### config.mk
export PLATFORM = sky130hd
export DESIGN_NAME = timed_duplicate_filter_top
export DESIGN_NICKNAME = d
export VERILOG_FILES = /design/src/rtl/tdf_pkg.sv /design/src/rtl/tdf_table.sv /design/src/rtl/tdf_unit.sv /design/src/rtl/timed_duplicate_filter_top.sv
export SDC_FILE = /design/constraint.sdc
export NUM_CORES = 2
export LEC_CHECK = 0
export BUFFER_PORTS_ARGS = -buffer_cell sky130_fd_sc_hd__buf_2
export CELL_PAD_IN_SITES_DETAIL_PLACEMENT = 0
export CELL_PAD_IN_SITES_GLOBAL_PLACEMENT = 1
export CORE_ASPECT_RATIO = 0.7
export CORE_MARGIN = 10
export CORE_UTILIZATION = 40
export CTS_CLUSTER_DIAMETER = 40
export DETAILED_ROUTE_END_ITERATION = 8
export PLACE_DENSITY = 0.61
export SYNTH_ARGS = -nofsm -noshare
export SYNTH_HDL_FRONTEND = slang
export SYNTH_SLANG_ARGS = --single-unit
### constraint.sdc
create_clock -name i_clk -period 15.05 [get_ports i_clk]
set_input_delay 1.505 -clock i_clk [delete_from_list [all_inputs] [get_ports i_clk]]
set_output_delay 1.505 -clock i_clk [all_outputs]
set_load 0.005 [all_outputs]
### src/rtl/tdf_pkg.sv
// ----------------------------------------------------------------------------
// tdf_pkg
// types, constants and helpers of the timed duplicate filter
// ----------------------------------------------------------------------------
package tdf_pkg;

    localparam int CALL_W   = 128;
    localparam int NUM_W    = 16;
    localparam int TIME_W   = 64;
    localparam int WIN_W    = 32;
    localparam int S_DATA_W = 208;
    localparam int M_DATA_W = 8;

    localparam logic [WIN_W-1:0] WINDOW_RESET = 32'd600000;

    // one remembered message, also used for the incoming key
    typedef struct packed {
        logic [TIME_W-1:0] time_ms;
        logic [NUM_W-1:0]  number;
        logic [63:0]       sender_hi;
        logic [63:0]       sender_lo;
    } t_entry;

    // verdict of the compare unit on one table entry
    typedef struct packed {
        logic free;
        logic expired;
        logic match;
        logic older;
    } t_eval;

    typedef enum logic [1:0] {
        ST_IDLE,
        ST_SCAN,
        ST_WRITE,
        ST_DONE
    } t_state;

    // callsign ends at its first zero byte, every later byte reads as zero
    function automatic logic [CALL_W-1:0] norm_call(input logic [CALL_W-1:0] call);
        logic              ended;
        logic [CALL_W-1:0] res;
        ended = 1'b0;
        res   = call;
        for (int b = 0; b < CALL_W / 8; b++) begin
            if (ended) begin
                res[b*8 +: 8] = 8'h00;
            end else if (call[b*8 +: 8] == 8'h00) begin
                ended = 1'b1;
            end
        end
        return res;
    endfunction

endpackage

### src/rtl/tdf_table.sv
// ----------------------------------------------------------------------------
// tdf_table
// entry memory with registered read port and per-entry valid flops
// ----------------------------------------------------------------------------
module tdf_table
    import tdf_pkg::*;
#(
    parameter int ENTRIES = 16,
    parameter int IDX_W   = 4
) (
    input  logic               i_clk,
    input  logic               i_rst_n,
    input  logic               i_rd_en,
    input  logic [IDX_W-1:0]   i_rd_addr,
    output t_entry             o_rd_entry,
    input  logic               i_wr_en,
    input  logic [IDX_W-1:0]   i_wr_addr,
    input  t_entry             i_wr_entry,
    input  logic               i_clr_en,
    input  logic [IDX_W-1:0]   i_clr_addr,
    output logic [ENTRIES-1:0] o_valid
);

    t_entry             r_mem [ENTRIES];
    t_entry             r_rd_entry;
    logic [ENTRIES-1:0] r_valid;

    always_ff @(posedge i_clk) begin
        if (i_wr_en) begin
            r_mem[i_wr_addr] <= i_wr_entry;
        end
        if (i_rd_en) begin
            r_rd_entry <= r_mem[i_rd_addr];
        end
    end

    always_ff @(posedge i_clk) begin
        if (!i_rst_n) begin
            r_valid <= '0;
        end else begin
            if (i_clr_en) begin
                r_valid[i_clr_addr] <= 1'b0;
            end
            if (i_wr_en) begin
                r_valid[i_wr_addr] <= 1'b1;
            end
        end
    end

    assign o_rd_entry = r_rd_entry;
    assign o_valid    = r_valid;

endmodule

### src/rtl/tdf_unit.sv
// ----------------------------------------------------------------------------
// tdf_unit
// shared compare unit: age check, key match and oldest search on one entry
// ----------------------------------------------------------------------------
module tdf_unit
    import tdf_pkg::*;
(
    input  logic              i_valid,
    input  t_entry            i_entry,
    input  t_entry            i_key,
    input  logic [WIN_W-1:0]  i_window,
    input  logic              i_have_oldest,
    input  logic [TIME_W-1:0] i_oldest_time,
    output t_eval             o_eval
);

    logic [TIME_W-1:0] age;
    logic              expired;
    logic              live;

    // age wraps modulo 2^64, so an entry stamped in the future expires
    assign age     = i_key.time_ms - i_entry.time_ms;
    assign expired = i_valid && (age > {{(TIME_W-WIN_W){1'b0}}, i_window});
    assign live    = i_valid && !expired;

    always_comb begin
        o_eval.free    = !live;
        o_eval.expired = expired;
        o_eval.match   = live && (i_entry.number == i_key.number)
                         && (i_entry.sender_lo == i_key.sender_lo)
                         && (i_entry.sender_hi == i_key.sender_hi);
        o_eval.older   = live && (!i_have_oldest || (i_entry.time_ms < i_oldest_time));
    end

endmodule

### src/rtl/timed_duplicate_filter_top.sv
// ----------------------------------------------------------------------------
// timed_duplicate_filter_top
// time-window duplicate suppression over a small table of recent messages
// ----------------------------------------------------------------------------
// usage:
//   s_axis carries one message beat: sender callsign (two 64-bit words),
//   16-bit message number and the current time in milliseconds.
//   m_axis returns one beat per message, bit 0 set when the message is fresh
//   (recorded in the table) and clear when it is a duplicate.
//   i_cfg_we / i_cfg_wdata load the 32-bit age window in milliseconds.
// operation:
//   after a beat is taken the sequencer reads the table one entry per cycle
//   through a registered read port and feeds each entry to one compare unit.
//   the scan reads every entry, then a write state records a fresh message
//   and its result is loaded into the output register; a duplicate stops
//   the scan early at its matching entry.
//   s_axis_tready is high only while no message is in work, so the next
//   message is taken only once the last result is in the output register.
// reset:
//   synchronous, active low; all entries become invalid, window returns to
//   600000 ms, no output is pending.
// stall:
//   the result sits in an output register; while it waits the next message
//   can be accepted and scanned, then the sequencer holds until the register
//   frees up.
// ----------------------------------------------------------------------------
module timed_duplicate_filter_top
    import tdf_pkg::*;
#(
    parameter int TABLE_ENTRIES = 16
) (
    input  logic                i_clk,
    input  logic                i_rst_n,
    // config: window_ms
    input  logic                i_cfg_we,
    input  logic [WIN_W-1:0]    i_cfg_wdata,
    // fields from bit 0: sender_lo[63:0], sender_hi[127:64],
    // message_number[143:128], time_now[207:144]
    input  logic                s_axis_tvalid,
    output logic                s_axis_tready,
    input  logic [S_DATA_W-1:0] s_axis_tdata,
    // fields from bit 0: is_fresh[0], zero padding [7:1]
    output logic                m_axis_tvalid,
    input  logic                m_axis_tready,
    output logic [M_DATA_W-1:0] m_axis_tdata
);

    localparam int IDX_W = (TABLE_ENTRIES > 1) ? $clog2(TABLE_ENTRIES) : 1;
    localparam logic [IDX_W-1:0] LAST_IDX = IDX_W'(TABLE_ENTRIES - 1);

    t_state              r_state;
    t_state              n_state;
    logic [WIN_W-1:0]    r_window;
    t_entry              r_key;
    logic [IDX_W-1:0]    r_rd_idx;
    logic                r_rd_done;
    logic                r_ev_vld;
    logic [IDX_W-1:0]    r_ev_idx;
    logic                r_have_free;
    logic [IDX_W-1:0]    r_free_idx;
    logic                r_have_oldest;
    logic [IDX_W-1:0]    r_oldest_idx;
    logic [TIME_W-1:0]   r_oldest_time;
    logic                r_fresh;
    logic                r_out_valid;
    logic                r_out_fresh;

    logic                s_accept;
    logic                out_free;
    logic                rd_en;
    logic                wr_en;
    logic                clr_en;
    logic                load_out;
    logic                scan_hit;
    logic                scan_end;
    logic [IDX_W-1:0]    wr_addr;
    t_entry              rd_entry;
    logic [TABLE_ENTRIES-1:0] valid_vec;
    t_eval               eval;
    logic [CALL_W-1:0]   in_call;

    assign s_accept = s_axis_tvalid && s_axis_tready;
    assign out_free = !r_out_valid || m_axis_tready;
    assign in_call  = norm_call(s_axis_tdata[CALL_W-1:0]);

    // scan results, meaningful only while an entry is under evaluation
    assign scan_hit = r_ev_vld && eval.match;
    assign scan_end = r_ev_vld && (r_ev_idx == LAST_IDX) && !eval.match;

    // lowest free slot wins, else the oldest live entry is replaced
    assign wr_addr = r_have_free ? r_free_idx : r_oldest_idx;

    tdf_table #(
        .ENTRIES (TABLE_ENTRIES),
        .IDX_W   (IDX_W)
    ) u_table (
        .i_clk      (i_clk),
        .i_rst_n    (i_rst_n),
        .i_rd_en    (rd_en),
        .i_rd_addr  (r_rd_idx),
        .o_rd_entry (rd_entry),
        .i_wr_en    (wr_en),
        .i_wr_addr  (wr_addr),
        .i_wr_entry (r_key),
        .i_clr_en   (clr_en),
        .i_clr_addr (r_ev_idx),
        .o_valid    (valid_vec)
    );

    tdf_unit u_unit (
        .i_valid       (valid_vec[r_ev_idx]),
        .i_entry       (rd_entry),
        .i_key         (r_key),
        .i_window      (r_window),
        .i_have_oldest (r_have_oldest),
        .i_oldest_time (r_oldest_time),
        .o_eval        (eval)
    );

    // next state
    always_comb begin
        n_state = r_state;
        unique case (r_state)
            ST_IDLE: begin
                if (s_accept) begin
                    n_state = ST_SCAN;
                end
            end
            ST_SCAN: begin
                if (scan_hit) begin
                    n_state = ST_DONE;
                end else if (scan_end) begin
                    n_state = ST_WRITE;
                end
            end
            ST_WRITE: begin
                n_state = ST_DONE;
            end
            ST_DONE: begin
                if (out_free) begin
                    n_state = ST_IDLE;
                end
            end
            default: begin
                n_state = ST_IDLE;
            end
        endcase
    end

    // sequencer outputs
    always_comb begin
        s_axis_tready = 1'b0;
        rd_en         = 1'b0;
        wr_en         = 1'b0;
        clr_en        = 1'b0;
        load_out      = 1'b0;
        unique case (r_state)
            ST_IDLE: begin
                s_axis_tready = 1'b1;
            end
            ST_SCAN: begin
                rd_en  = !r_rd_done;
                // expired entries below a match are dropped too
                clr_en = r_ev_vld && eval.expired;
            end
            ST_WRITE: begin
                wr_en = 1'b1;
            end
            ST_DONE: begin
                load_out = out_free;
            end
            default: begin
                s_axis_tready = 1'b0;
            end
        endcase
    end

    // control
    always_ff @(posedge i_clk) begin
        if (!i_rst_n) begin
            r_state     <= ST_IDLE;
            r_window    <= WINDOW_RESET;
            r_rd_done   <= 1'b0;
            r_ev_vld    <= 1'b0;
            r_out_valid <= 1'b0;
        end else begin
            r_state <= n_state;
            if (i_cfg_we) begin
                r_window <= i_cfg_wdata;
            end
            if (s_accept) begin
                r_rd_done <= 1'b0;
                r_ev_vld  <= 1'b0;
            end else if (r_state == ST_SCAN) begin
                r_ev_vld <= rd_en;
                if (rd_en && (r_rd_idx == LAST_IDX)) begin
                    r_rd_done <= 1'b1;
                end
            end
            if (load_out) begin
                r_out_valid <= 1'b1;
            end else if (m_axis_tready) begin
                r_out_valid <= 1'b0;
            end
        end
    end

    // scan datapath
    always_ff @(posedge i_clk) begin
        if (s_accept) begin
            r_key.sender_lo <= in_call[63:0];
            r_key.sender_hi <= in_call[127:64];
            r_key.number    <= s_axis_tdata[143:128];
            r_key.time_ms   <= s_axis_tdata[207:144];
            r_rd_idx        <= '0;
            r_have_free     <= 1'b0;
            r_have_oldest   <= 1'b0;
        end else if (r_state == ST_SCAN) begin
            if (rd_en) begin
                r_ev_idx <= r_rd_idx;
                if (r_rd_idx != LAST_IDX) begin
                    r_rd_idx <= r_rd_idx + 1'b1;
                end
            end
            if (r_ev_vld) begin
                if (eval.free && !r_have_free) begin
                    r_have_free <= 1'b1;
                    r_free_idx  <= r_ev_idx;
                end
                if (eval.older) begin
                    r_have_oldest <= 1'b1;
                    r_oldest_idx  <= r_ev_idx;
                    r_oldest_time <= rd_entry.time_ms;
                end
            end
        end
        if (scan_hit && (r_state == ST_SCAN)) begin
            r_fresh <= 1'b0;
        end else if (r_state == ST_WRITE) begin
            r_fresh <= 1'b1;
        end
        if (load_out) begin
            r_out_fresh <= r_fresh;
        end
    end

    assign m_axis_tvalid = r_out_valid;
    assign m_axis_tdata  = {{(M_DATA_W-1){1'b0}}, r_out_fresh};

endmodule

======== Word level (Yosys, flattened, before mapping) ========
Memory sizes are Yosys's and may differ from the RTL's. A register that Yosys moved wholly into a read port is not among the register bits.
Index checks and enable logic that the tools add are counted.
cells by class
  add/sub/neg operators ................... 2
  $lt $le $gt $ge ......................... 6
  equality and inequality tests ........... 12
  multiplexer cells ....................... 53
  bitwise gates (word level) .............. 5
  reduce and logical (&&, ||, !) cells .... 51
operator list
  operator                                                                      count
  64-bit == test                                                                2
  8-bit logical NOT                                                             15
  64-bit by 32-bit greater-than comparator with 1-bit output                    1
  64-bit less-than comparator                                                   1
  64-bit subtractor                                                             1
  16-bit 2-to-1 mux                                                             3
  1-bit 2-to-1 mux                                                              41
  16-bit AND                                                                    1
  16-bit == test                                                                1
  1-bit logical AND                                                             16
  16-bit NOT                                                                    1
  16-bit OR                                                                     1
  3-bit AND reduction                                                           5
  4-bit by 5-bit less-than comparator with 1-bit output, second input constant  2
  1-bit demux with 4-bit select                                                 2
  4-bit == test, second input constant                                          2
  4-bit by 1-bit >= comparator with 1-bit output, second input constant         2
  2-bit 2-to-1 mux                                                              4
  2-bit one-hot mux with 4 select lines                                         1
  4-bit AND reduction                                                           2
  1-bit logical NOT                                                             7
  4-bit by 1-bit adder with 4-bit output, second input constant                 1
  1-bit binary-select mux with 4-bit select                                     1
  2-bit == test, second input constant                                          2
  other kinds (11)                                                              14
word-level totals
  flip-flop bits (word level) ............. 345
  memory bits (writable) .................. 3328
  output and inout port bits .............. 10
  memories ................................ 1
memory list
  memory         words  bits a word  read ports  clocked after memory_dff  write ports  line             source
  u_table.r_mem  16     208          1           1                         1            tdf_table.sv:24  t_entry r_mem [ENTRIES];

======== Longest topological paths before layout ========
  word-level depth ........................ 16
  depth in mapped cells ................... 26
  mapped depth without buffers ............ 25

======== By module ========
A second synthesis with hierarchy kept.
second synthesis, totals
  cell total of the unflattened synthesis .. 7104
  area, all modules ....................... 152542.6 µm²
modules (own cells, without submodules)
  module                      times used  cells an instance  area each (µm²)
  tdf_table                   1           5206               132299.4
  timed_duplicate_filter_top  1           664                11771.3
  tdf_unit                    1           1234               8471.9

======== Worst setup path before layout ========
Ideal clock, no wire load.
  kind .................................... flip-flop to flip-flop
  start point ............................. register r_have_free
  end point ............................... register u_table.r_valid[1] (netlist: u_table.o_valid[1])
  data arrival time ....................... 10492 ps
  data required time ...................... 14951 ps
  slack ................................... 4460 ps
  cell stages (with the launch flop) ...... 8
  path buffers ............................ 2
  path through ............................ dfxtp_1 > clkbuf_1 > clkbuf_1 > nand2_1 > o32ai_1 > nand2_1 > nor2_1 > o21a_1
on the way
  longest elaborated chain between the ends .. 7
  elaborated cells between the ends (all ways) .. 8
ends and longest elaborated chain
  item                                                                                                                                                  line                               source
  from (decl)                                                                                                                                           timed_duplicate_filter_top.sv:59   logic r_have_free;
  from (signal assigned)                                                                                                                                timed_duplicate_filter_top.sv:216  r_have_free <= 1'b0;
  from (signal assigned)                                                                                                                                timed_duplicate_filter_top.sv:227  r_have_free <= 1'b1;
  4-bit 2-to-1 mux (*)                                                                                                                                  timed_duplicate_filter_top.sv:91   assign wr_addr = r_have_free ? r_free_idx : r_oldest_idx;
  4-bit by 5-bit less-than comparator with 1-bit output (implied by the code) / 4-bit by 1-bit >= comparator with 1-bit output (equally long branches)  tdf_table.sv:45                    r_valid[i_wr_addr] <= 1'b1;
  1-bit logical AND (implied by the code)                                                                                                               tdf_table.sv:45
  1-bit 2-to-1 mux (implied by the code)                                                                                                                tdf_table.sv:45
  1-bit demux with 4-bit select (*)                                                                                                                     -
  16-bit OR (no line) (*)                                                                                                                               -
  16-bit 2-to-1 mux (*)                                                                                                                                 tdf_table.sv:44                    if (i_wr_en) begin
  to (signal assigned)                                                                                                                                  tdf_table.sv:39                    r_valid <= '0;
  to (signal, indexed assignment)                                                                                                                       tdf_table.sv:42                    r_valid[i_clr_addr] <= 1'b0;
  to (signal, indexed assignment)                                                                                                                       tdf_table.sv:45
  to (decl)                                                                                                                                             tdf_table.sv:26                    logic [ENTRIES-1:0] r_valid;
Every way passes the cells marked *; elsewhere a longest branch is shown, timed or not.
A chain may end at the register's enable or synchronous reset.

======== Final worst setup path ========
  start point ............................. register r_key[144] (netlist name)
  end point ............................... register r_oldest_time[5] (enable)
on the way
  longest elaborated chain between the ends .. 7
ends and longest elaborated chain
  item                                                        line                               source
  from (decl)                                                 timed_duplicate_filter_top.sv:54   t_entry r_key;
  64-bit subtractor                                           tdf_unit.sv:22                     assign age = i_key.time_ms - i_entry.time_ms;
  64-bit by 32-bit greater-than comparator with 1-bit output  tdf_unit.sv:23                     assign expired = i_valid && (age > {{(TIME_W-WIN_W){1'b0}}, i_window});
  1-bit logical AND                                           tdf_unit.sv:23
  1-bit logical NOT                                           tdf_unit.sv:24                     assign live = i_valid && !expired;
  1-bit logical AND                                           tdf_unit.sv:24
  1-bit logical AND                                           tdf_unit.sv:32                     o_eval.older = live && (!i_have_oldest || (i_entry.time_ms < i_oldest_time));
  4-bit AND reduction (no line)                               -
  to (signal assigned)                                        timed_duplicate_filter_top.sv:233  r_oldest_time <= rd_entry.time_ms;
  to (decl)                                                   timed_duplicate_filter_top.sv:63   logic [TIME_W-1:0] r_oldest_time;
Every way passes these cells.

==> results.sh <==
export IMPL_vias_per_cell=5.65
export IMPL_netlist_area_um2=152000
export IMPL_synth_async_sr_flop_share_pct=0
export IMPL_wl_met1_mm=176
export IMPL_cts_tree="yes"
export IMPL_core_um2=378000
export IMPL_cts_hold_buf=0
export IMPL_grt_max_degree=143
export IMPL_path_max_fanout=36
export IMPL_top_layer="met5"
export IMPL_port_buffers=247
export IMPL_cts_buffers=439
export IMPL_regToRegSetupSlack_ns=6.68
export IMPL_cts_buffer_depth=4
export IMPL_fillers=31300
export IMPL_dr_wl_met2_mm=183
export IMPL_final_cell_area_um2=174000
export IMPL_drt_iter0_drc=8250
export IMPL_layout_drive_gt1_share_pct=28.3
export IMPL_gr_total_overflow=0
export IMPL_drc_errors=0
export IMPL_drtPass1Iterations=6
export IMPL_dieWidth_um=756
export IMPL_syn_instance_count=6843
export IMPL_hold_viol_final=0
export IMPL_r2r_start="r_key[144]"
export IMPL_critPathRequiredTime_ns=15.60
export IMPL_startpoint_type="flop"
export IMPL_relSlewSlack_pct=10.4
export IMPL_grtUsageTotal_pct=19.3
export IMPL_setup_viol=0
export IMPL_worstMarginPinSlew_ns=1.33
export IMPL_finalSetupTns_ns=0
export IMPL_wl_mm=398
export IMPL_initial_utilization_pct=40.1
export IMPL_post_cts_buffers=0
export IMPL_crit_path_end_kind="flop"
export IMPL_critPathKind="reg -> reg"
export IMPL_placed_cell_area_um2=159000
export IMPL_grt_pass1_wl_mm=564
export IMPL_dp_cells=12000
export IMPL_drv_cap=0
export IMPL_final_antenna_net_count=0
export IMPL_min_path_type="reg -> reg"
export IMPL_ys_top_cells_by_count="3,821 x edfxtp_1, 1,045 x mux4_2, 217 x clkbuf_1"
export IMPL_rows=189
export IMPL_die_h_um=535
export IMPL_cts_root_buffer="clkbuf_16"
export IMPL_synth_seq_cells=3881
export IMPL_seq_area_frac_synth_pct=76.5
export IMPL_netlist_top_cells_area="edfxtp_1 76%, mux4_2 16%, ha_1 1.3%"
export IMPL_clk_latency_ns=0.96
export IMPL_ys_types=89
export IMPL_route_met3_wl_mm=28.7
export IMPL_final_util_pct=46.1
export IMPL_rr_endpoint="r_oldest_time[5]"
export IMPL_rsz0062_at_grt="false"
export IMPL_fin_nets=7789
export IMPL_place_gp_congestion=0.842
export IMPL_clock_sinks=3881
export IMPL_finalPower_mw=28.6
export IMPL_r2r_cells=24
export IMPL_die_area_um2=404000
export IMPL_antenna_found_initial=32
export IMPL_areaGrowthSynthToFinish_pct=15.0
export IMPL_path_clk_slew_ns=0.06
export IMPL_yosysMostFrequentCell="edfxtp_1"
export IMPL_synth_edf_count=3821
export IMPL_slew_violations=0
export IMPL_period_share_pct=55.6
export IMPL_avgSynthCellArea_um2=22.2
export IMPL_num_vias=72500
export IMPL_ir_drop_mv=0.105
export IMPL_fin_skew_ns=0.0877
export IMPL_synth_top_area_cell="edfxtp_1"
export IMPL_max_freq_mhz=119
export IMPL_min_period_ns=8.37
export IMPL_yosysWarnings=0
export IMPL_h_tree_depth=5
export IMPL_crit_arrival_ns=8.92
export IMPL_cts_resized=0
export IMPL_cpPeakStageDelay_ns=0.69
export IMPL_crit_slowest_cell="nor3_4"
export IMPL_worst_hold_startpoint="r_fresh"
export IMPL_min_to="r_out_fresh"
export IMPL_wl_per_cell_um=31.1
export IMPL_worstPathCellList="inv_1 -> ha_1 -> inv_1 -> fa_1 -> a211oi_1 -> o21a_1 -> a2bb2oi_2 -> o2111ai_1 -> nor2_1 -> o21a_1 -> o21ai_0 -> xor2_1 -> ha_1 -> nand4_1 -> nor4_1 -> nand3_1 -> a2bb2oi_1 -> o311ai_0 -> nor4_1 -> nand4_1 -> or4b_4 -> nor3_4 -> o211a_4 -> buf_4"
export IMPL_final_cells=12800
export IMPL_status="finished clean"
export IMPL_ios=255
export IMPL_power_density_nw_per_um2=164
export IMPL_netlist_area_leader_share_pct=75.7
export IMPL_hpwl_mm=221
export IMPL_whs_path_depth=0
export IMPL_synthFlopType="edfxtp_1"
export IMPL_grt_pass1_vias=74000
export IMPL_cellLeakagePower_nw=54.4
==> worst max-delay path, delay by kind of cell, from the launching register on <==
kind / cells / cell delay [ns]
simple gates: 8 / 2.74
compound gates: 9 / 2.66
fa+ha+maj: 3 / 0.94
buf+inv: 3 / 0.79
flops: 1 / 0.60
xor+xnor: 1 / 0.16
==> logic make-up (layout without fill, tap and decap cells) <==
| logic type | Yosys count | count (layout) | synth area share, % |
|---|---|---|---|
| flops | 3881 | 3881 | 76.5 |
| mux | 1073 | 1073 | 15.7 |
| fa+ha+maj | 164 | 164 | 1.36 |
| simple gates | 641 | 641 | 2.29 |
| compound gates | 421 | 421 | 1.86 |
| xor+xnor | 185 | 185 | 1.07 |
| buf+inv | 477 | 1375 | 1.24 |
| other cells | 1 | 14 | 0.00247 |
==> flip-flops by register name (all words and copies together), names as in the netlist, 2 cells and up <==
register            cells
r_ev_idx                4
r_free_idx              4
r_key                 208
r_oldest_idx            4
r_oldest_time          64
r_rd_idx                4
r_state                 2
r_window               32
u_table.o_rd_entry    208
u_table.o_valid        16
u_table.r_mem        3328
==> worst max path at each step <==
stage / from / slack [ns] / depth (start not counted) / end
after floorplan: r_have_free / 4.46 / 7 / u_table.o_valid[1]
after detailed placement: r_key[144] / 6.72 / 24 / r_oldest_time[7]
after global placement: r_key[144] / 6.70 / 24 / r_oldest_time[8]
after CTS: r_key[144] / 6.68 / 24 / r_oldest_time[8]
after global routing: r_key[144] / 6.07 / 24 / r_oldest_time[5]
final: r_key[144] / 6.68 / 24 / r_oldest_time[5]
==> layout by cell type, fill, tap and decap left out, drive strengths merged, types with 89 or more instances in the layout <==
cell and count:
xor2 96, a21oi 127, nor2 102, ha 163
xnor2 89, and2 95, edfxtp 3821, clkinv 173
buf 384, mux4 1045, nand2 126, o21ai 90
clkbuf 503, inv 227
==> final cells by class <==
type                            count  area, µm²  share of cell area (%)
Antenna cell                        7       17.5                  0.0100
Clock buffer                      503      11400                    6.53
Clock inverter                    305       3580                    2.05
Inverter                          183        702                   0.402
Multi-Input combinational cell   2491      34000                    19.5
Sequential cell                  3881     116000                    66.5
Tap cell                         5061       6330                    3.63
Timing Repair Buffer              384       2460                    1.41
==> per-layer routing <==
layer,track usage (%),up-vias
li1,-,29900
met2,29.5,2650
met4,5.07,12
met3,3.83,529
met5,0,-
met1,28.3,39300
==> power by group <==
part / internal [mW] / switching, mW
logic: 1.60 / 2.37
clock network: 6.45 / 4.51
registers: 12.9 / 0.715
==> through the flow <==
stage	worst slack, ns	hold slack [ns]
after global placement	6.70	0.429
after floorplan	4.46	0.406
after global routing	6.07	0.459
after CTS	6.68	0.445
after detailed placement	6.72	0.431
final	6.68	0.444
Power figures use the tool's default switching activity.
